$ cat config.mk
export PLATFORM = sky130hd
export DESIGN_NAME = trajectory_tracking_controller
export DESIGN_NICKNAME = d
export VERILOG_FILES = /design/src/design/ttc_pkg.sv /design/src/design/ttc_serial_mult.sv /design/src/design/ttc_exp_rom.sv /design/src/design/trajectory_tracking_controller.sv
export VERILOG_INCLUDE_DIRS = /design/src /design/src/design
export SDC_FILE = /design/constraint.sdc
export NUM_CORES = 1
export LEC_CHECK = 0
export ABC_AREA = 1
export BUFFER_PORTS_ARGS = -buffer_cell sky130_fd_sc_hd__clkbuf_2
export CORE_ASPECT_RATIO = 0.75
export CORE_MARGIN = 2
export CORE_UTILIZATION = 53
export DETAILED_ROUTE_END_ITERATION = 12
export GPL_TIMING_DRIVEN = 0
export PLACE_DENSITY = 0.8
export SLEW_MARGIN = 20
export SYNTH_ARGS = -nofsm -noshare
export SYNTH_HDL_FRONTEND = slang
export SYNTH_SLANG_ARGS = --single-unit
$ cat constraint.sdc
create_clock -name clk -period 10.4 [get_ports clk]
set_input_delay 2.08 -clock clk [delete_from_list [all_inputs] [get_ports clk]]
set_output_delay 2.08 -clock clk [all_outputs]
set_load 0.01 [all_outputs]
$ cat src/design/trajectory_tracking_controller_assert.svh
// Assertion macros for the trajectory tracking controller.
// Needs clk and rst_n in the scope of the module that uses them.
`ifndef TRAJECTORY_TRACKING_CONTROLLER_ASSERT_SVH
`define TRAJECTORY_TRACKING_CONTROLLER_ASSERT_SVH
`ifndef SYNTHESIS
`define TTC_ASSERT_NOW(label, cond, expr, msg) \
    label: assert property (@(posedge clk) disable iff (!rst_n) (cond) |-> (expr)) \
        else $error(msg);
`define TTC_ASSERT_NEXT(label, cond, expr, msg) \
    label: assert property (@(posedge clk) disable iff (!rst_n) (cond) |=> (expr)) \
        else $error(msg);
`else
`define TTC_ASSERT_NOW(label, cond, expr, msg)
`define TTC_ASSERT_NEXT(label, cond, expr, msg)
`endif
`endif

$ cat src/design/ttc_pkg.sv
// Shared constants, register codes and the exp table generator for the
// trajectory tracking controller. No dependencies.
package ttc_pkg;

    localparam int FIELD_W        = 16;
    localparam int GAIN_W         = 12;
    localparam int LIM_W          = 15;
    localparam int TICK_W         = 16;
    localparam int Q_FRAC         = 8;
    localparam int LAT_SHIFT      = 24;
    localparam int EXP_W          = 9;
    localparam int EXP_TABLE_DEPTH = 64;
    localparam int EXP_SPAN_SHIFT = 11;
    localparam int Q31_SHIFT      = 31;
    localparam int MUL_A_W        = 40;
    localparam int MUL_B_W        = 16;
    localparam int MAG_W          = 32;
    localparam int CFG_IDX_W      = 3;
    localparam int CFG_DATA_W     = 16;

    typedef logic signed [FIELD_W-1:0] field_t;
    typedef logic [GAIN_W-1:0]         gain_t;
    typedef logic [LIM_W-1:0]          lim_t;
    typedef logic [TICK_W-1:0]         tick_t;
    typedef longint unsigned           u64_t;

    // register indexes on the configuration port
    localparam logic [CFG_IDX_W-1:0] REG_GAIN_ALONG   = 3'd0;
    localparam logic [CFG_IDX_W-1:0] REG_GAIN_LATERAL = 3'd1;
    localparam logic [CFG_IDX_W-1:0] REG_GAIN_HEADING = 3'd2;
    localparam logic [CFG_IDX_W-1:0] REG_MAX_TURN     = 3'd3;
    localparam logic [CFG_IDX_W-1:0] REG_MAX_SPEED    = 3'd4;
    localparam logic [CFG_IDX_W-1:0] REG_MAX_LAT_ERR  = 3'd5;
    localparam logic [CFG_IDX_W-1:0] REG_MAX_TRACK    = 3'd6;
    localparam logic [CFG_IDX_W-1:0] REG_STUCK_LIMIT  = 3'd7;

    localparam gain_t RST_GAIN        = 12'd256;
    localparam lim_t  RST_MAX_TURN    = 15'd256;
    localparam lim_t  RST_MAX_SPEED   = 15'd256;
    localparam lim_t  RST_MAX_LAT_ERR = 15'd256;
    localparam lim_t  RST_MAX_TRACK   = 15'd128;
    localparam tick_t RST_STUCK_LIMIT = 16'd100;

    // 0.1 m in Q8.8
    localparam field_t GOAL_X_LIMIT = 16'sd26;

    localparam longint unsigned Q31_ONE  = 64'h0000_0000_8000_0000;
    localparam longint unsigned Q31_HALF = 64'h0000_0000_4000_0000;

    // quotient by shift and subtract; only evaluated while the table is built
    function automatic u64_t div_u64(input u64_t num, input u64_t den);
        u64_t quo;
        u64_t rem;
        quo = '0;
        rem = '0;
        for (int i = 63; i >= 0; i--)
        begin
            rem = {rem[62:0], num[i]};
            if (rem >= den)
            begin
                rem    = rem - den;
                quo[i] = 1'b1;
            end
        end
        return quo;
    endfunction

    // round(256*exp(-8x)) with y = x in Q1.31: series of exp(-y), squared three times
    function automatic logic [EXP_W-1:0] exp_entry(input u64_t y);
        u64_t   term;
        u64_t   e;
        longint acc;
        term = Q31_ONE;
        acc  = longint'(Q31_ONE);
        for (int k = 1; k <= 20; k++) begin
            term = div_u64((term * y) >> Q31_SHIFT, u64_t'(k));
            if ((k % 2) == 1)
                acc = acc - longint'(term);
            else
                acc = acc + longint'(term);
        end
        if (acc < 0)
            acc = 0;
        e = u64_t'(acc);
        if (e > Q31_ONE)
            e = Q31_ONE;
        for (int s = 0; s < 3; s++)
            e = (e * e) >> Q31_SHIFT;
        e = (e * 64'd256 + Q31_HALF) >> Q31_SHIFT;
        return e[EXP_W-1:0];
    endfunction

endpackage

$ cat src/design/ttc_serial_mult.sv
// Bit-serial signed multiplier: one multiplier bit per cycle, shift-add.
// Uses ttc_pkg for default widths.
`include "trajectory_tracking_controller_assert.svh"

module ttc_serial_mult #(
    parameter int A_W = ttc_pkg::MUL_A_W,
    parameter int B_W = ttc_pkg::MUL_B_W
) (
    input  logic                     clk,
    input  logic                     rst_n,
    input  logic                     start,
    input  logic signed [A_W-1:0]    a,
    input  logic signed [B_W-1:0]    b,
    output logic                     done,
    output logic signed [A_W+B_W-1:0] product
);

    localparam int CNT_W = $clog2(B_W + 1);

    logic             busy_reg;
    logic             done_reg;
    logic [CNT_W-1:0] cnt_reg;
    logic [A_W-1:0]   a_reg;
    logic [B_W-1:0]   b_sr_reg;
    logic [A_W:0]     hi_reg;
    logic [B_W-1:0]   lo_reg;

    logic             last;
    logic [A_W:0]     a_ext;
    logic [A_W:0]     addend;
    logic [A_W+1:0]   sum;
    logic [A_W:0]     hi_next;

    assign last  = (cnt_reg == CNT_W'(B_W - 1));
    assign a_ext = {a_reg[A_W-1], a_reg};

    // top bit of the multiplier carries negative weight
    always_comb
    begin
        if (!b_sr_reg[0])
            addend = '0;
        else if (last)
            addend = -a_ext;
        else
            addend = a_ext;
    end

    assign sum     = {hi_reg[A_W], hi_reg} + {addend[A_W], addend};
    assign hi_next = sum[A_W+1:1];

    always_ff @(posedge clk or negedge rst_n)
    begin
        if (!rst_n)
        begin
            busy_reg <= 1'b0;
            done_reg <= 1'b0;
            cnt_reg  <= '0;
        end
        else
        begin
            done_reg <= 1'b0;
            if (start)
            begin
                busy_reg <= 1'b1;
                cnt_reg  <= '0;
            end
            else if (busy_reg)
            begin
                cnt_reg <= cnt_reg + 1'b1;
                if (last)
                begin
                    busy_reg <= 1'b0;
                    done_reg <= 1'b1;
                end
            end
        end
    end

    always_ff @(posedge clk)
    begin
        if (start)
        begin
            a_reg    <= a;
            b_sr_reg <= b;
            hi_reg   <= '0;
        end
        else if (busy_reg)
        begin
            hi_reg   <= hi_next;
            lo_reg   <= {sum[0], lo_reg[B_W-1:1]};
            b_sr_reg <= {1'b0, b_sr_reg[B_W-1:1]};
        end
    end

    assign done    = done_reg;
    assign product = signed'({hi_reg[A_W-1:0], lo_reg});

    `TTC_ASSERT_NOW(a_start_when_free, start, !busy_reg, "multiplier restarted while busy")
    `TTC_ASSERT_NOW(a_done_not_busy, done_reg, !busy_reg, "done raised while still stepping")
    `TTC_ASSERT_NEXT(a_busy_ends_done, busy_reg, busy_reg || done_reg, "pass ended without done")

endmodule

$ cat src/design/ttc_exp_rom.sv
// Constant table of round(256*exp(-8*i/DEPTH)), registered read.
// Entries are built at elaboration by ttc_pkg::exp_entry.
module ttc_exp_rom #(
    parameter int DEPTH = ttc_pkg::EXP_TABLE_DEPTH,
    parameter int IDX_W = $clog2(DEPTH)
) (
    input  logic                        clk,
    input  logic                        rd_en,
    input  logic [IDX_W-1:0]            idx,
    output logic [ttc_pkg::EXP_W-1:0]   data
);

    logic [ttc_pkg::EXP_W-1:0] rom_c [DEPTH];
    logic [ttc_pkg::EXP_W-1:0] data_reg;

    for (genvar gi = 0; gi < DEPTH; gi++)
    begin : g_entry
        localparam ttc_pkg::u64_t Y = (ttc_pkg::u64_t'(gi) << ttc_pkg::Q31_SHIFT) / DEPTH;
        assign rom_c[gi] = ttc_pkg::exp_entry(Y);
    end

    always_ff @(posedge clk)
    begin
        if (rd_en)
            data_reg <= rom_c[idx];
    end

    assign data = data_reg;

endmodule

$ cat src/design/trajectory_tracking_controller.sv
// An item is taken only while the block is idle; in_stall holds off the next one until
// its result is written. Each item makes nine passes of 16 steps (plus issue and capture) through
// the one bit-serial multiplier that every product of the control law shares.
// The result waits in an output register; a stalled result holds the block in its
// final state. Reset (rst_n, async) clears control state and loads register defaults.
// Top level; uses ttc_pkg, ttc_serial_mult, ttc_exp_rom and the assertion header.
`include "trajectory_tracking_controller_assert.svh"

module trajectory_tracking_controller #(
    parameter int EXP_TABLE_DEPTH = ttc_pkg::EXP_TABLE_DEPTH
) (
    input  logic                              clk,
    input  logic                              rst_n,
    input  logic                              cfg_we,
    input  logic [ttc_pkg::CFG_IDX_W-1:0]     cfg_index,
    input  logic [ttc_pkg::CFG_DATA_W-1:0]    cfg_data,
    input  logic                              in_valid,
    output logic                              in_stall,
    input  logic signed [ttc_pkg::FIELD_W-1:0] err_x,
    input  logic signed [ttc_pkg::FIELD_W-1:0] err_y,
    input  logic signed [ttc_pkg::FIELD_W-1:0] err_heading,
    input  logic signed [ttc_pkg::FIELD_W-1:0] ref_speed,
    input  logic signed [ttc_pkg::FIELD_W-1:0] ref_turn,
    input  logic                              at_final,
    input  logic                              has_reference,
    input  logic                              new_trajectory,
    output logic                              out_valid,
    input  logic                              out_stall,
    output logic signed [ttc_pkg::FIELD_W-1:0] speed_cmd,
    output logic signed [ttc_pkg::FIELD_W-1:0] turn_cmd,
    output logic                              end_pulse,
    output logic                              replan,
    output logic [ttc_pkg::TICK_W-1:0]        delay_ticks
);

    localparam int FW      = ttc_pkg::FIELD_W;
    localparam int AW      = ttc_pkg::MUL_A_W;
    localparam int BW      = ttc_pkg::MUL_B_W;
    localparam int PW      = AW + BW;
    localparam int MW      = ttc_pkg::MAG_W;
    localparam int SUM_W   = FW + 6;
    localparam int LATQ_W  = PW - ttc_pkg::LAT_SHIFT;
    localparam int TURN_W  = LATQ_W + 1;
    localparam int T_W     = 2 * FW - 1 - ttc_pkg::Q_FRAC;
    localparam int SCL_W   = T_W + $clog2(EXP_TABLE_DEPTH + 1);
    localparam int IDX_W   = $clog2(EXP_TABLE_DEPTH);
    localparam int EW      = ttc_pkg::EXP_W;

    localparam logic [1:0] S_IDLE  = 2'd0;
    localparam logic [1:0] S_ISSUE = 2'd1;
    localparam logic [1:0] S_WAIT  = 2'd2;
    localparam logic [1:0] S_FIN   = 2'd3;

    localparam logic [3:0] OP_EX2  = 4'd0;
    localparam logic [3:0] OP_EY2  = 4'd1;
    localparam logic [3:0] OP_LIM  = 4'd2;
    localparam logic [3:0] OP_SPD  = 4'd3;
    localparam logic [3:0] OP_HDG  = 4'd4;
    localparam logic [3:0] OP_TH2  = 4'd5;
    localparam logic [3:0] OP_LAT1 = 4'd6;
    localparam logic [3:0] OP_LAT2 = 4'd7;
    localparam logic [3:0] OP_LAT3 = 4'd8;

    // configuration
    ttc_pkg::gain_t gain_along_reg, gain_lateral_reg, gain_heading_reg;
    ttc_pkg::lim_t  max_turn_reg, max_speed_reg, max_lat_reg, max_track_reg;
    ttc_pkg::tick_t stuck_limit_reg;

    // control
    logic [1:0]     state_reg, state_next;
    logic [3:0]     op_reg;
    ttc_pkg::tick_t delay_count_reg;
    logic           moving_reg;
    logic           out_valid_reg;

    // item and intermediate values
    ttc_pkg::field_t ex_reg, ey_reg, eth_reg, vref_reg, wref_reg, eys_reg;
    logic            at_final_reg, has_ref_reg, new_traj_reg;
    logic [MW-1:0]   mag_reg, lim2_reg;
    logic signed [SUM_W-1:0]  spd_reg, hdg_reg;
    logic signed [AW-1:0]     lat_reg;
    logic signed [LATQ_W-1:0] latq_reg;
    logic            in_range_reg;

    // result registers
    ttc_pkg::field_t speed_out_reg, turn_out_reg;
    logic            end_out_reg, replan_out_reg;
    ttc_pkg::tick_t  delay_out_reg;

    logic                 in_accept;
    logic                 mul_start, mul_done;
    logic signed [AW-1:0] mul_a;
    logic signed [BW-1:0] mul_b;
    logic signed [PW-1:0] product;
    logic signed [PW-1:0] prod_q;
    logic                 th2_done;
    logic [T_W-1:0]       t_val;
    logic [SCL_W-1:0]     idx_wide;
    logic [EW-1:0]        exp_q, exp_val;
    ttc_pkg::field_t      lat_lim, eys_next;
    logic                 can_write, fin_write;

    assign in_stall  = (state_reg != S_IDLE);
    assign in_accept = in_valid && !in_stall;

    always_ff @(posedge clk or negedge rst_n)
    begin
        if (!rst_n)
        begin
            gain_along_reg   <= ttc_pkg::RST_GAIN;
            gain_lateral_reg <= ttc_pkg::RST_GAIN;
            gain_heading_reg <= ttc_pkg::RST_GAIN;
            max_turn_reg     <= ttc_pkg::RST_MAX_TURN;
            max_speed_reg    <= ttc_pkg::RST_MAX_SPEED;
            max_lat_reg      <= ttc_pkg::RST_MAX_LAT_ERR;
            max_track_reg    <= ttc_pkg::RST_MAX_TRACK;
            stuck_limit_reg  <= ttc_pkg::RST_STUCK_LIMIT;
        end
        else if (cfg_we)
        begin
            case (cfg_index)
                ttc_pkg::REG_GAIN_ALONG:   gain_along_reg   <= cfg_data[ttc_pkg::GAIN_W-1:0];
                ttc_pkg::REG_GAIN_LATERAL: gain_lateral_reg <= cfg_data[ttc_pkg::GAIN_W-1:0];
                ttc_pkg::REG_GAIN_HEADING: gain_heading_reg <= cfg_data[ttc_pkg::GAIN_W-1:0];
                ttc_pkg::REG_MAX_TURN:     max_turn_reg     <= cfg_data[ttc_pkg::LIM_W-1:0];
                ttc_pkg::REG_MAX_SPEED:    max_speed_reg    <= cfg_data[ttc_pkg::LIM_W-1:0];
                ttc_pkg::REG_MAX_LAT_ERR:  max_lat_reg      <= cfg_data[ttc_pkg::LIM_W-1:0];
                ttc_pkg::REG_MAX_TRACK:    max_track_reg    <= cfg_data[ttc_pkg::LIM_W-1:0];
                ttc_pkg::REG_STUCK_LIMIT:  stuck_limit_reg  <= cfg_data[ttc_pkg::TICK_W-1:0];
                default: ;
            endcase
        end
    end

    // lateral error saturated on entry
    assign lat_lim = signed'({1'b0, max_lat_reg});
    always_comb
    begin
        if (err_y > lat_lim)
            eys_next = lat_lim;
        else if (err_y < -lat_lim)
            eys_next = -lat_lim;
        else
            eys_next = err_y;
    end

    // operand selection for the shared multiplier
    always_comb
    begin
        case (op_reg)
            OP_EX2:
            begin
                mul_a = {{(AW-FW){ex_reg[FW-1]}}, ex_reg};
                mul_b = ex_reg;
            end
            OP_EY2:
            begin
                mul_a = {{(AW-FW){ey_reg[FW-1]}}, ey_reg};
                mul_b = ey_reg;
            end
            OP_LIM:
            begin
                mul_a = {{(AW-ttc_pkg::LIM_W){1'b0}}, max_track_reg};
                mul_b = {{(BW-ttc_pkg::LIM_W){1'b0}}, max_track_reg};
            end
            OP_SPD:
            begin
                mul_a = {{(AW-ttc_pkg::GAIN_W){1'b0}}, gain_along_reg};
                mul_b = ex_reg;
            end
            OP_HDG:
            begin
                mul_a = {{(AW-ttc_pkg::GAIN_W){1'b0}}, gain_heading_reg};
                mul_b = eth_reg;
            end
            OP_TH2:
            begin
                mul_a = {{(AW-FW){eth_reg[FW-1]}}, eth_reg};
                mul_b = eth_reg;
            end
            OP_LAT1:
            begin
                mul_a = {{(AW-ttc_pkg::GAIN_W){1'b0}}, gain_lateral_reg};
                mul_b = vref_reg;
            end
            OP_LAT2:
            begin
                mul_a = lat_reg;
                mul_b = {{(BW-EW){1'b0}}, exp_val};
            end
            OP_LAT3:
            begin
                mul_a = lat_reg;
                mul_b = eys_reg;
            end
            default:
            begin
                mul_a = '0;
                mul_b = '0;
            end
        endcase
    end

    assign mul_start = (state_reg == S_ISSUE);

    ttc_serial_mult #(
        .A_W(AW),
        .B_W(BW)
    ) u_mult (
        .clk     (clk),
        .rst_n   (rst_n),
        .start   (mul_start),
        .a       (mul_a),
        .b       (mul_b),
        .done    (mul_done),
        .product (product)
    );

    // exp(-eth^2) table index from the squared heading error
    assign th2_done = mul_done && (state_reg == S_WAIT) && (op_reg == OP_TH2);
    assign t_val    = product[2*FW-2:ttc_pkg::Q_FRAC];
    assign idx_wide = ({{(SCL_W-T_W){1'b0}}, t_val} * SCL_W'(EXP_TABLE_DEPTH))
                      >> ttc_pkg::EXP_SPAN_SHIFT;

    ttc_exp_rom #(
        .DEPTH(EXP_TABLE_DEPTH),
        .IDX_W(IDX_W)
    ) u_exp_rom (
        .clk   (clk),
        .rd_en (th2_done),
        .idx   (idx_wide[IDX_W-1:0]),
        .data  (exp_q)
    );

    assign exp_val = in_range_reg ? exp_q : '0;
    assign prod_q  = product >>> ttc_pkg::Q_FRAC;

    // sequencer
    always_comb
    begin
        state_next = state_reg;
        case (state_reg)
            S_IDLE:  if (in_accept) state_next = S_ISSUE;
            S_ISSUE: state_next = S_WAIT;
            S_WAIT:
            begin
                if (mul_done)
                    state_next = (op_reg == OP_LAT3) ? S_FIN : S_ISSUE;
            end
            S_FIN:   if (can_write) state_next = S_IDLE;
            default: state_next = S_IDLE;
        endcase
    end

    // final combine
    ttc_pkg::tick_t           dc0, dc1;
    logic                     big_err, goal;
    logic signed [SUM_W-1:0]  spd_cap;
    logic signed [TURN_W-1:0] turn_sum, turn_lim, turn_neg;
    ttc_pkg::field_t          speed_val, turn_val;
    logic                     end_val, replan_val, moving_next;

    always_comb
    begin
        dc0     = new_traj_reg ? '0 : delay_count_reg;
        big_err = has_ref_reg && (mag_reg > lim2_reg);
        dc1     = (big_err && (dc0 != '1)) ? dc0 + 1'b1 : dc0;
        replan_val = big_err && (dc1 > stuck_limit_reg);
        goal    = at_final_reg && (ex_reg < ttc_pkg::GOAL_X_LIMIT);

        if (spd_reg > signed'(SUM_W'({1'b0, max_speed_reg})))
            spd_cap = signed'(SUM_W'({1'b0, max_speed_reg}));
        else
            spd_cap = spd_reg;

        turn_sum = {{(TURN_W-SUM_W){hdg_reg[SUM_W-1]}}, hdg_reg}
                 + {latq_reg[LATQ_W-1], latq_reg};
        turn_lim = signed'(TURN_W'({1'b0, max_turn_reg}));
        turn_neg = -turn_lim;

        speed_val   = '0;
        turn_val    = '0;
        end_val     = 1'b0;
        moving_next = moving_reg;
        if (has_ref_reg)
        begin
            if (goal)
            begin
                end_val     = moving_reg;
                moving_next = 1'b0;
            end
            else
            begin
                moving_next = 1'b1;
                if (spd_cap < signed'(SUM_W'(-32768)))
                    speed_val = 16'sh8000;
                else
                    speed_val = spd_cap[FW-1:0];
                if (turn_sum > turn_lim)
                    turn_val = turn_lim[FW-1:0];
                else if (turn_sum < turn_neg)
                    turn_val = turn_neg[FW-1:0];
                else
                    turn_val = turn_sum[FW-1:0];
            end
        end
    end

    assign can_write = !out_valid_reg || !out_stall;
    assign fin_write = (state_reg == S_FIN) && can_write;

    always_ff @(posedge clk or negedge rst_n)
    begin
        if (!rst_n)
        begin
            state_reg       <= S_IDLE;
            op_reg          <= OP_EX2;
            delay_count_reg <= '0;
            moving_reg      <= 1'b0;
            out_valid_reg   <= 1'b0;
        end
        else
        begin
            state_reg <= state_next;
            if (in_accept)
                op_reg <= OP_EX2;
            else if (state_reg == S_WAIT && mul_done && op_reg != OP_LAT3)
                op_reg <= op_reg + 1'b1;

            if (fin_write)
            begin
                delay_count_reg <= dc1;
                moving_reg      <= moving_next;
                out_valid_reg   <= 1'b1;
            end
            else if (out_valid_reg && !out_stall)
                out_valid_reg <= 1'b0;
        end
    end

    always_ff @(posedge clk)
    begin
        if (in_accept)
        begin
            ex_reg       <= err_x;
            ey_reg       <= err_y;
            eth_reg      <= err_heading;
            vref_reg     <= ref_speed;
            wref_reg     <= ref_turn;
            eys_reg      <= eys_next;
            at_final_reg <= at_final;
            has_ref_reg  <= has_reference;
            new_traj_reg <= new_trajectory;
        end

        if (state_reg == S_WAIT && mul_done)
        begin
            case (op_reg)
                OP_EX2:  mag_reg  <= product[MW-1:0];
                OP_EY2:  mag_reg  <= mag_reg + product[MW-1:0];
                OP_LIM:  lim2_reg <= product[MW-1:0];
                OP_SPD:  spd_reg  <= {{(SUM_W-FW){vref_reg[FW-1]}}, vref_reg}
                                     + prod_q[SUM_W-1:0];
                OP_HDG:  hdg_reg  <= {{(SUM_W-FW){wref_reg[FW-1]}}, wref_reg}
                                     + prod_q[SUM_W-1:0];
                OP_TH2:  in_range_reg <= (idx_wide < SCL_W'(EXP_TABLE_DEPTH));
                OP_LAT1: lat_reg  <= product[AW-1:0];
                OP_LAT2: lat_reg  <= product[AW-1:0];
                OP_LAT3: latq_reg <= product[PW-1:ttc_pkg::LAT_SHIFT];
                default: ;
            endcase
        end

        if (fin_write)
        begin
            speed_out_reg  <= speed_val;
            turn_out_reg   <= turn_val;
            end_out_reg    <= end_val;
            replan_out_reg <= replan_val;
            delay_out_reg  <= dc1;
        end
    end

    assign out_valid   = out_valid_reg;
    assign speed_cmd   = speed_out_reg;
    assign turn_cmd    = turn_out_reg;
    assign end_pulse   = end_out_reg;
    assign replan      = replan_out_reg;
    assign delay_ticks = delay_out_reg;

    `TTC_ASSERT_NEXT(a_accept_stalls, in_accept, in_stall, "item taken but input not stalled")
    `TTC_ASSERT_NOW(a_done_in_wait, mul_done, state_reg == S_WAIT, "product landed outside wait")
    `TTC_ASSERT_NOW(a_replan_count, out_valid && replan, delay_ticks != '0, "replan with no delay")
    `TTC_ASSERT_NOW(a_end_stopped, out_valid && end_pulse, speed_cmd == '0 && turn_cmd == '0, "end with motion")

endmodule
# After elaboration in Yosys (flattened, before gate mapping)
# Memory sizes are Yosys's and may differ from the RTL's. A register that Yosys moved wholly into a read port is not among the register bits.
# Index checks and enable logic that the tools add are counted.
dict set report word_totals {
  wordCells 175
  latchBits 0
  n_memories 1
  rom_bits 576
  inputBits 107
  reg_bits 586
  mem_bits_rw 0
  output_inout_bits 52
}
# name depth word_bits read_ports rd_clocked_by_memory_dff write_ports line_no
set memory_table {}
lappend memory_table {{(name not given)} 64 9 1 1 0 ttc_exp_rom.sv:25} ;# data_reg <= rom_c[idx];
dict set report op_classes {
  n_mul 0
  mux 34
  magnitude_cmp 10
  reduce_logical 48
  eq_ne 24
  bitwise 3
  n_div 0
  n_addsub 11
  shift 0
}
# cell n
set op_table {}
lappend op_table {{$pmux W40 S8} 1}
lappend op_table {{$mux W16} 7}
lappend op_table {{$pmux W16 S7} 1}
lappend op_table {{$mux W41} 2}
lappend op_table {{$pmux W32 S2} 1}
lappend op_table {{$add A22 B22 Y22} 2}
lappend op_table {{$add A41 B41 Y42} 1}
lappend op_table {{$neg A41 Y41} 1}
lappend op_table {{$reduce_and A2 Y1} 18}
lappend op_table {{$add A22 B32 Y33} 1}
lappend op_table {{$gt A33 B16 Y1} 1}
lappend op_table {{$lt A33 B33 Y1} 1}
lappend op_table {{$neg A15 Y33} 1}
lappend op_table {{$add A32 B32 Y32} 1}
lappend op_table {{$gt A16 B16 Y1} 2}
lappend op_table {{$gt A32 B32 Y1} 1}
lappend op_table {{$mux W15} 2}
lappend op_table {{$gt A22 B16 Y1} 1}
lappend op_table {{$lt A22 B16 Y1 const B} 1}
lappend op_table {{$mux W22} 1}
lappend op_table {{$lt A18 B7 Y1 const B} 1}
lappend op_table {{$add A16 B1 Y16 const B} 1}
lappend op_table {{$eq A4 B3 Y1 const B} 4}
lappend op_table {{$lt A16 B16 Y1} 1}
lappend op_table {{35 further kinds} 76}

# Logic depth before layout (Yosys ltp)
# Gate-level depths: netlist of the first run.
dict set report logic_depth {
  word_depth 6
  ltp_mapped 29
  mapped_depth_nobuf 28
}

# By module
# Synthesis of the first run repeated with hierarchy kept, for this count alone.
dict set report unflattened {
  hier_cells 4745
  hier_area_um2 38227.9
}
# mod seq_area_each_um2 cells_each n_inst area_per_inst_um2
set by_module_without_submodules {}
lappend by_module_without_submodules {trajectory_tracking_controller 13325.3 3267 1 28453.5}
lappend by_module_without_submodules {ttc_serial_mult 3158.0 1367 1 8979.9}
lappend by_module_without_submodules {ttc_exp_rom 270.3 111 1 794.5}

# Worst setup path before layout of the first run
# OpenSTA, ideal clock, no wires.
dict set report synth_path {
  path_kind {input to register}
  startpoint {input in_valid}
  endpoint {register op_reg[3]}
  arrival_ns 6.918
  setup_slack_ns 3.354
  t_required_ns 10.272
  setup_time_ns 0.128
  path_stages 5
  path_buffers 0
  path_cell_list {inv_1 nor2_1 inv_1 o21ai_0 a21oi_1}
}
dict set report synth_between {
  elab_chain_cells 2
  word_cells_on_any_way 3
  cone_classes {mux: 1; reduce/logical: 2}
}
# item line_no
set synth_lines {}
lappend synth_lines {{start, declared} trajectory_tracking_controller.sv:17} ;# input logic in_valid,
lappend synth_lines {{$logic_and A1 B1 Y1 (*)} trajectory_tracking_controller.sv:104} ;# assign in_accept = in_valid && !in_stall;
lappend synth_lines {{via in_accept} trajectory_tracking_controller.sv:90} ;# logic in_accept;
lappend synth_lines {{$mux W4 or $reduce_bool A2 Y1 (tied branches)} n/a}
lappend synth_lines {{end signal, assigned} trajectory_tracking_controller.sv:328} ;# op_reg <= op_reg + 1'b1;
lappend synth_lines {{end, declared} trajectory_tracking_controller.sv:71} ;# logic [3:0] op_reg;
# Mark *: on every way through the listed nets, which the timed path passes. The rest lies on a longest branch.
# A chain may end at the register's enable or synchronous reset.

# Final worst setup path of the first run
dict set report layout_path {
  startpoint {register hdg_reg[0]}
  endpoint {register turn_out_reg[15], in the netlist turn_cmd[15], data pin}
}
dict set report layout_between {
  elab_chain_cells 3
  word_cells_on_any_way 5
  cone_classes {add/sub: 1; order compare: 2; mux: 1; reduce/logical: 1}
}
# item line_no
set layout_lines {}
lappend layout_lines {{start, declared} trajectory_tracking_controller.sv:80} ;# logic signed [SUM_W-1:0] spd_reg, hdg_reg;
lappend layout_lines {{start signal, assigned} trajectory_tracking_controller.sv:364} ;# OP_HDG: hdg_reg <= {{(SUM_W-FW){wref_reg[FW-1]}}, wref_reg}
lappend layout_lines {{$add A22 B32 Y33 (*)} trajectory_tracking_controller.sv:277} ;# + {latq_reg[LATQ_W-1], latq_reg};
lappend layout_lines {{$gt A33 B16 Y1 or $lt A33 B33 Y1 (tied branches)} {trajectory_tracking_controller.sv:299, trajectory_tracking_controller.sv:301}}
lappend layout_lines {{$reduce_or A3 Y1 (no line) or $mux W16 (tied branches)} n/a}
lappend layout_lines {{end signal, assigned} trajectory_tracking_controller.sv:377} ;# turn_out_reg <= turn_val;
lappend layout_lines {{end, declared} trajectory_tracking_controller.sv:86} ;# ttc_pkg::field_t speed_out_reg, turn_out_reg;
# Every way passes the cells marked *; elsewhere a longest branch is shown, timed or not.

==> out/qor.csv, run 1 <==
metric,value,unit
Worst EP arrival,5.58,ns
"CP delay by family, top",simple AND/OR/NAND/NOR gates,
CTS Sinks,595,
width of the die,308.6,um
ANT cells,0,
slew margin rel.,41.45,%
row cnt,83,
CTS max path bufs,3,
crit path launch type,flop,
switching pwr,4.202,mW
Crit. path cell count,27,
DR WL/cell,20.29,um
async set or reset register ratio after synthesis,24.03,%
drt total wl,113.7,mm
Synth cell types,65,
Sw Share,41.86,%
# Max-Cap Violations,0,
cell area after layout,41250,um^2
YS warnings,0,
vias in the first global route,30569,
Core Region,68640,um^2
WP buf/inv,4,
"Net Count, Synth",4801,
Reg2Reg Capture Point,turn_cmd[15]$_SDFFCE_PP0P_,
CP dominant cell by count,nand2_1,
Worst Hold Class,reg -> reg,
placed instance area,39220,um^2
CP Capture Point,turn_cmd[15]$_SDFFCE_PP0P_,
placed cell count,5498,
Internal,5.836,mW
post-synthesis cell count,4387,
reg-to-reg startpoint,hdg_reg[0]$_DFFE_PP_,
fraction of layout cells with a size suffix above 1,7.836,%
count of port buffers added during placement,158,
GRT overflow,0,
sequential fraction of the synthesis area,45.43,%
gr usage total,31.77,%
pwr dens,243.3,nW/um^2
Sequential Power Share,38.6,%
H-tree Lvls,2,
first drt pass iteration count,8,
"commonest non-fill, non-tap cell in the layout",nand2_1,
Residual DRC,0,
Setup crit end kind,flop,
gpl congestion,1.006,
hold path startpoint,u_mult.cnt_reg[3]$_DFFE_PN0P_,
CTS tree,built,
WHS Path Cells,1,
Non-Filler Instances,5606,
Least-Margin Pin Slew,0.8759,ns
worst path required time,10.79,ns
"Avg Cell Area, Syn",8.406,um^2
I/O pin total,159,
period utilization,49.86,%
Post-DRT Antenna Nets,0,
status,"finished, final reports clean",
"Cell Area, Synth",36880,um^2
Worst VDD drop,0.1477,mV
final net count,5036,
vias after detailed routing,32752,
CP max-delay cell,fa_1,
crit path time final,5.186,ns
Slew Limit Fails,0,
Final setup viols,0,
RSZ-0062 raised after global routing,false,
first-pass GRT wire length,174.7,mm
Final Hold Fails,0,
Setup Buffers After CTS,0,
Post-synth top flop,edfxtp_1,
Setup crit start,hdg_reg[0]$_DFFE_PP_,
"EDFF count, synth",411,
Gate power share,38.9,%
clk_skew,0.02522,ns
clock share of power,22.4,%
flip-flop count of the largest register after layout,41,
r2r worst-path depth,27,
Setup CP Type,reg -> reg,
critical path's largest stage delay,0.44,ns
starting density of the core,53.72,%
number of synthesized register bits,595,
Num CTS Buffers,57,
area growth from synthesis to layout,11.86,%
1st-iter DRT viols,4326,
Pleak,18.40,nW
Die Ht,232.4,um
Clock Latency Late Sink,0.66,ns
setup TNS,0,ns
post-CTS sizing,0,
root buf cell,clkbuf_16,
die area,71730,um^2
hold_buf cts,0,
clock slew at reported path FFs,0.07,ns
most frequent cells in the layout,"nand2_1, inv_1, edfxtp_1, o21ai_0, a21oi_1",
initial antenna violation count,4,
vias per cell,5.842,
hpwl dp,89.33,mm
R2R setup slack,5.21,ns
Worst Path Max Fanout,10,
pin count of the biggest net entering global routing,75,
Fmax,0.1928,GHz
worst min-delay path by stage:
stage / to
finish: u_mult.cnt_reg[3]$_DFFE_PN0P_
global route: delay_count_reg[7]$_DFFE_PN0P_
CTS: u_mult.hi_reg[40]$_SDFFE_PP0P_
detailed placement: u_mult.hi_reg[40]$_SDFFE_PP0P_
global placement: u_mult.hi_reg[40]$_SDFFE_PP0P_
floorplan: u_mult.cnt_reg[3]$_DFFE_PN0P_
synthesized netlist by cell type (5+ instances only):
| master | number | share of area, % |
|---|---|---|
| inv_2 | 7 | 0.071 |
| nand3b_1 | 15 | 0.31 |
| dfstp_2 | 10 | 0.71 |
| a22o_1 | 20 | 0.48 |
| a21boi_0 | 6 | 0.12 |
| inv_1 | 538 | 5.5 |
| o21ai_0 | 381 | 5.2 |
| edfxtp_1 | 411 | 33 |
| dfrtp_1 | 133 | 9.0 |
| or2_2 | 11 | 0.19 |
| buf_1 | 5 | 0.051 |
| a32o_1 | 5 | 0.14 |
| xor2_1 | 70 | 1.7 |
| a221oi_1 | 16 | 0.38 |
| o31ai_1 | 6 | 0.12 |
| xnor2_1 | 33 | 0.78 |
| and3_1 | 13 | 0.22 |
| a211oi_1 | 7 | 0.14 |
| o211ai_1 | 18 | 0.37 |
| fa_1 | 5 | 0.27 |
| and2_1 | 8 | 0.14 |
| o22ai_1 | 12 | 0.20 |
| a22oi_1 | 22 | 0.45 |
| o21ai_1 | 12 | 0.16 |
| a21oi_2 | 9 | 0.21 |
| nand4_1 | 88 | 1.5 |
| o21bai_1 | 16 | 0.33 |
| nor4_1 | 19 | 0.32 |
| nor3b_1 | 6 | 0.12 |
| nand2_1 | 1033 | 11 |
| o21a_1 | 12 | 0.24 |
| dfxtp_1 | 41 | 2.2 |
| ha_1 | 302 | 10 |
| nand2_2 | 12 | 0.20 |
| a31oi_1 | 16 | 0.27 |
| a21oi_1 | 342 | 4.6 |
| nor2_1 | 313 | 3.2 |
| clkinv_1 | 7 | 0.071 |
| clkbuf_1 | 85 | 0.87 |
| a21o_1 | 10 | 0.20 |
| nor3_1 | 74 | 1.0 |
| nor2_2 | 10 | 0.17 |
| nand3_1 | 193 | 2.6 |
cells by family (layout without fill, tap and decap cells):
group | count (synthesis) | in the layout | share of synthesized area (%)
compound gates | 926 | 926 | 14.03
xor+xnor | 104 | 104 | 2.521
fa+ha+maj | 307 | 307 | 10.52
buf+inv | 648 | 932 | 6.670
flops | 595 | 595 | 45.43
simple gates | 1807 | 1807 | 20.83
power groups by stage:
stage / combinational, mW / sequential (mW) / clock (mW)
after floorplan: 2.74 / 3.57 / 0
after global placement: 3.65 / 3.90 / 0
after detailed placement: 3.79 / 3.88 / 0
after CTS: 3.81 / 3.84 / 2.27
final: 3.91 / 3.88 / 2.25
after global routing: 4.39 / 3.89 / 2.36
layout make-up:
type | instances | area (um^2)
Clock buffer | 74 | 1647
Sequential cell | 595 | 16750
Tap cell | 935 | 1170
Buffer | 96 | 397.9
Timing Repair Buffer | 176 | 1094
Inverter | 552 | 2072
Fill cell | 5975 | 27390
Clock inverter | 34 | 387.9
Multi-Input combinational cell | 3144 | 17730
through the flow:
step | total power [mW] | worst slack (ns) | hold WS, ns | util (%)
2_1_floorplan | 6.309 | 3.354 | 0.4293 | -
3_5_place_dp | 7.666 | 5.295 | 0.4579 | 57.13
5_1_grt | 10.65 | 4.780 | 0.5073 | 60.10
3_3_place_gp | 7.550 | 0.8800 | 0.4484 | 56.58
4_1_cts | 9.918 | 5.261 | 0.4695 | 60.09
6_report | 10.04 | 5.214 | 0.4706 | 60.10
per-layer routing:
layer	global-route usage [%]	wire length, um
met1	48.03	50380
met2	45.59	46170
met3	6.503	13700
met4	9.604	3466
met5	0	0
Power figures use the tool's default switching activity.
==> run 2: changes to the inputs <==
clock period = 5.18 ns   (was 10.4 ns; I/O delays follow)
==> run 2 against run 1 <==
Effect of this change:
- die area did not move
- utilization fell by 0.15 points
- sequential share of layout area up 0.10 points
- first-iteration DRC count down 9.1%
- design area shrank 0.25%
- critical endpoint is now replan$_DFFE_PP_
- highest routed layer unchanged
==> out/qor.csv, run 2 (synthesis results as in run 1) <==
metric,value,unit
first-pass GRT wire length,172.7,mm
Least-Margin Pin Slew,1.020,ns
Pleak,18.34,nW
crit path launch type,flop,
CTS tree,built,
starting density of the core,53.72,%
Setup crit end kind,flop,
CP Cell Sequence,ha_1 > nand2_1 > nor2_1 > nand3_1 > nor4b_2 > nor2_1 > nand3_2 > buf_4 > nand2_1 > and2_1 > ha_1 > a21oi_1 > o21a_1 > o221ai_1 > a221oi_1 > a211oi_1,
# Max-Cap Violations,0,
clock slew at reported path FFs,0.07,ns
fraction of layout cells with a size suffix above 1,7.666,%
initial antenna violation count,4,
hpwl dp,89.07,mm
hold slack,0.4400,ns
Core Region,68640,um^2
Residual DRC,0,
drt total wl,113.2,mm
pwr dens,483.7,nW/um^2
flip-flop count of the largest register after layout,41,
RSZ-0062 raised after global routing,false,
status,"finished, final reports clean",
Die Ht,232.4,um
WP buf/inv,1,
worst path required time,5.57,ns
total power,19.90,mW
pin count of the biggest net entering global routing,87,
final net count,5035,
CTS max path bufs,3,
"commonest non-fill, non-tap cell in the layout",nand2_1,
crit path time final,4.798,ns
DR WL/cell,20.19,um
first drt pass iteration count,5,
clk_skew,0.04313,ns
CTS Sinks,595,
GRT overflow,0,
root buf cell,clkbuf_16,
area growth from synthesis to layout,11.59,%
gr usage total,31.51,%
Worst EP arrival,5.19,ns
Setup CP Type,reg -> reg,
final worst slack,0.3823,ns
I/O pin total,159,
Post-DRT Antenna Nets,0,
gpl congestion,1.003,
Clock Latency Late Sink,0.65,ns
width of the die,308.6,um
R2R setup slack,0.38,ns
count of port buffers added during placement,158,
vias in the first global route,29744,
critical path's largest stage delay,0.88,ns
1st-iter DRT viols,3932,
vias per cell,5.775,
Fmax,0.2084,GHz
period utilization,92.62,%
most frequent cells in the layout,"nand2_1, inv_1, edfxtp_1, o21ai_0, a21oi_1",
CP max-delay cell,nor4b_2,
"CP delay by family, top",simple AND/OR/NAND/NOR gates,
Place WS,-0.07052,ns
slew margin rel.,31.85,%
Worst Hold Class,in -> async,
hold_buf cts,0,
row cnt,83,
Final Hold Fails,0,
Final setup viols,0,
H-tree Lvls,2,
Slew Limit Fails,0,
Worst VDD drop,0.3440,mV
vias after detailed routing,32374,
Num CTS Buffers,57,
Worst Path Max Fanout,10,
die area,71730,um^2
==> run 2: final cells by class <==
type                       count  area, um^2
clock buffer                  79        1593
inverter                     552        2076
antenna                        1       2.502
timing repair buffer         176        1091
clock inverter                29       312.8
sequential                   595       16750
fill                        5986       27490
tap                          935        1170
buffer                        95       400.4
multi-input combinational   3144       17750
==> run 2: final timing paths <==
| kind | from | end | cells after the start |
|---|---|---|---|
| hold reg to reg | u_mult.hi_reg[40]$_SDFFE_PP0P_ | u_mult.hi_reg[40]$_SDFFE_PP0P_ | 2 |
| max in group asynchronous | rst_n | max_turn_reg[8]$_DFFE_PN1P_ | 2 |
| setup reg to reg | mag_reg[27]$_DFFE_PP_ | replan$_DFFE_PP_ | 16 |
| setup / recovery | mag_reg[27]$_DFFE_PP_ | replan$_DFFE_PP_ | 16 |
| min in group clk | u_mult.hi_reg[40]$_SDFFE_PP0P_ | u_mult.hi_reg[40]$_SDFFE_PP0P_ | 2 |
| hold / removal | rst_n | max_track_reg[10]$_DFFE_PN0P_ | 1 |
==> run 2: metal layers <==
metal  wire (um)  track usage, %
met1       50560           48.07
met2       46450           45.86
met3       13540           6.121
met4        2625           7.485
met5           0               0
==> run 2: repair_timing <==
action | in CTS | in global routing
resized for setup | 1 | 12
gates cloned | 0 | 0
setup buffers | 0 | 1
endpoints found under the setup margin | 5 | 23
==> run 2: power breakdown <==
| part | internal, mW | switching (mW) |
|---|---|---|
| clock | 2.42 | 1.91 |
| sequential | 6.51 | 1.27 |
| combinational | 2.67 | 5.12 |
==> run 2: worst register-to-register path: stages (launching register included) <==
cell and delay (ns):
edfxtp_1 0.42, ha_1 0.32, nand2_1 0.07, nor2_1 0.24
nand3_1 0.22, nor4b_2 0.88, nor2_1 0.45, nand3_2 0.28
buf_4 0.23, nand2_1 0.09, and2_1 0.18, ha_1 0.30
a21oi_1 0.15, o21a_1 0.14, o221ai_1 0.16, a221oi_1 0.33
a211oi_1 0.09
==> run 2: through the flow <==
stage          utilization, %  instances  cell area, um^2  setup TNS [ns]
2_1_floorplan               -       4387            36880               0
3_3_place_gp            56.58       5480            38840          -65.21
3_5_place_dp            57.12       5497            39210         -0.2553
4_1_cts                 59.90       5605            41120               0
5_1_grt                 59.94       5605            41150               0
6_report                59.95       5606            41150               0
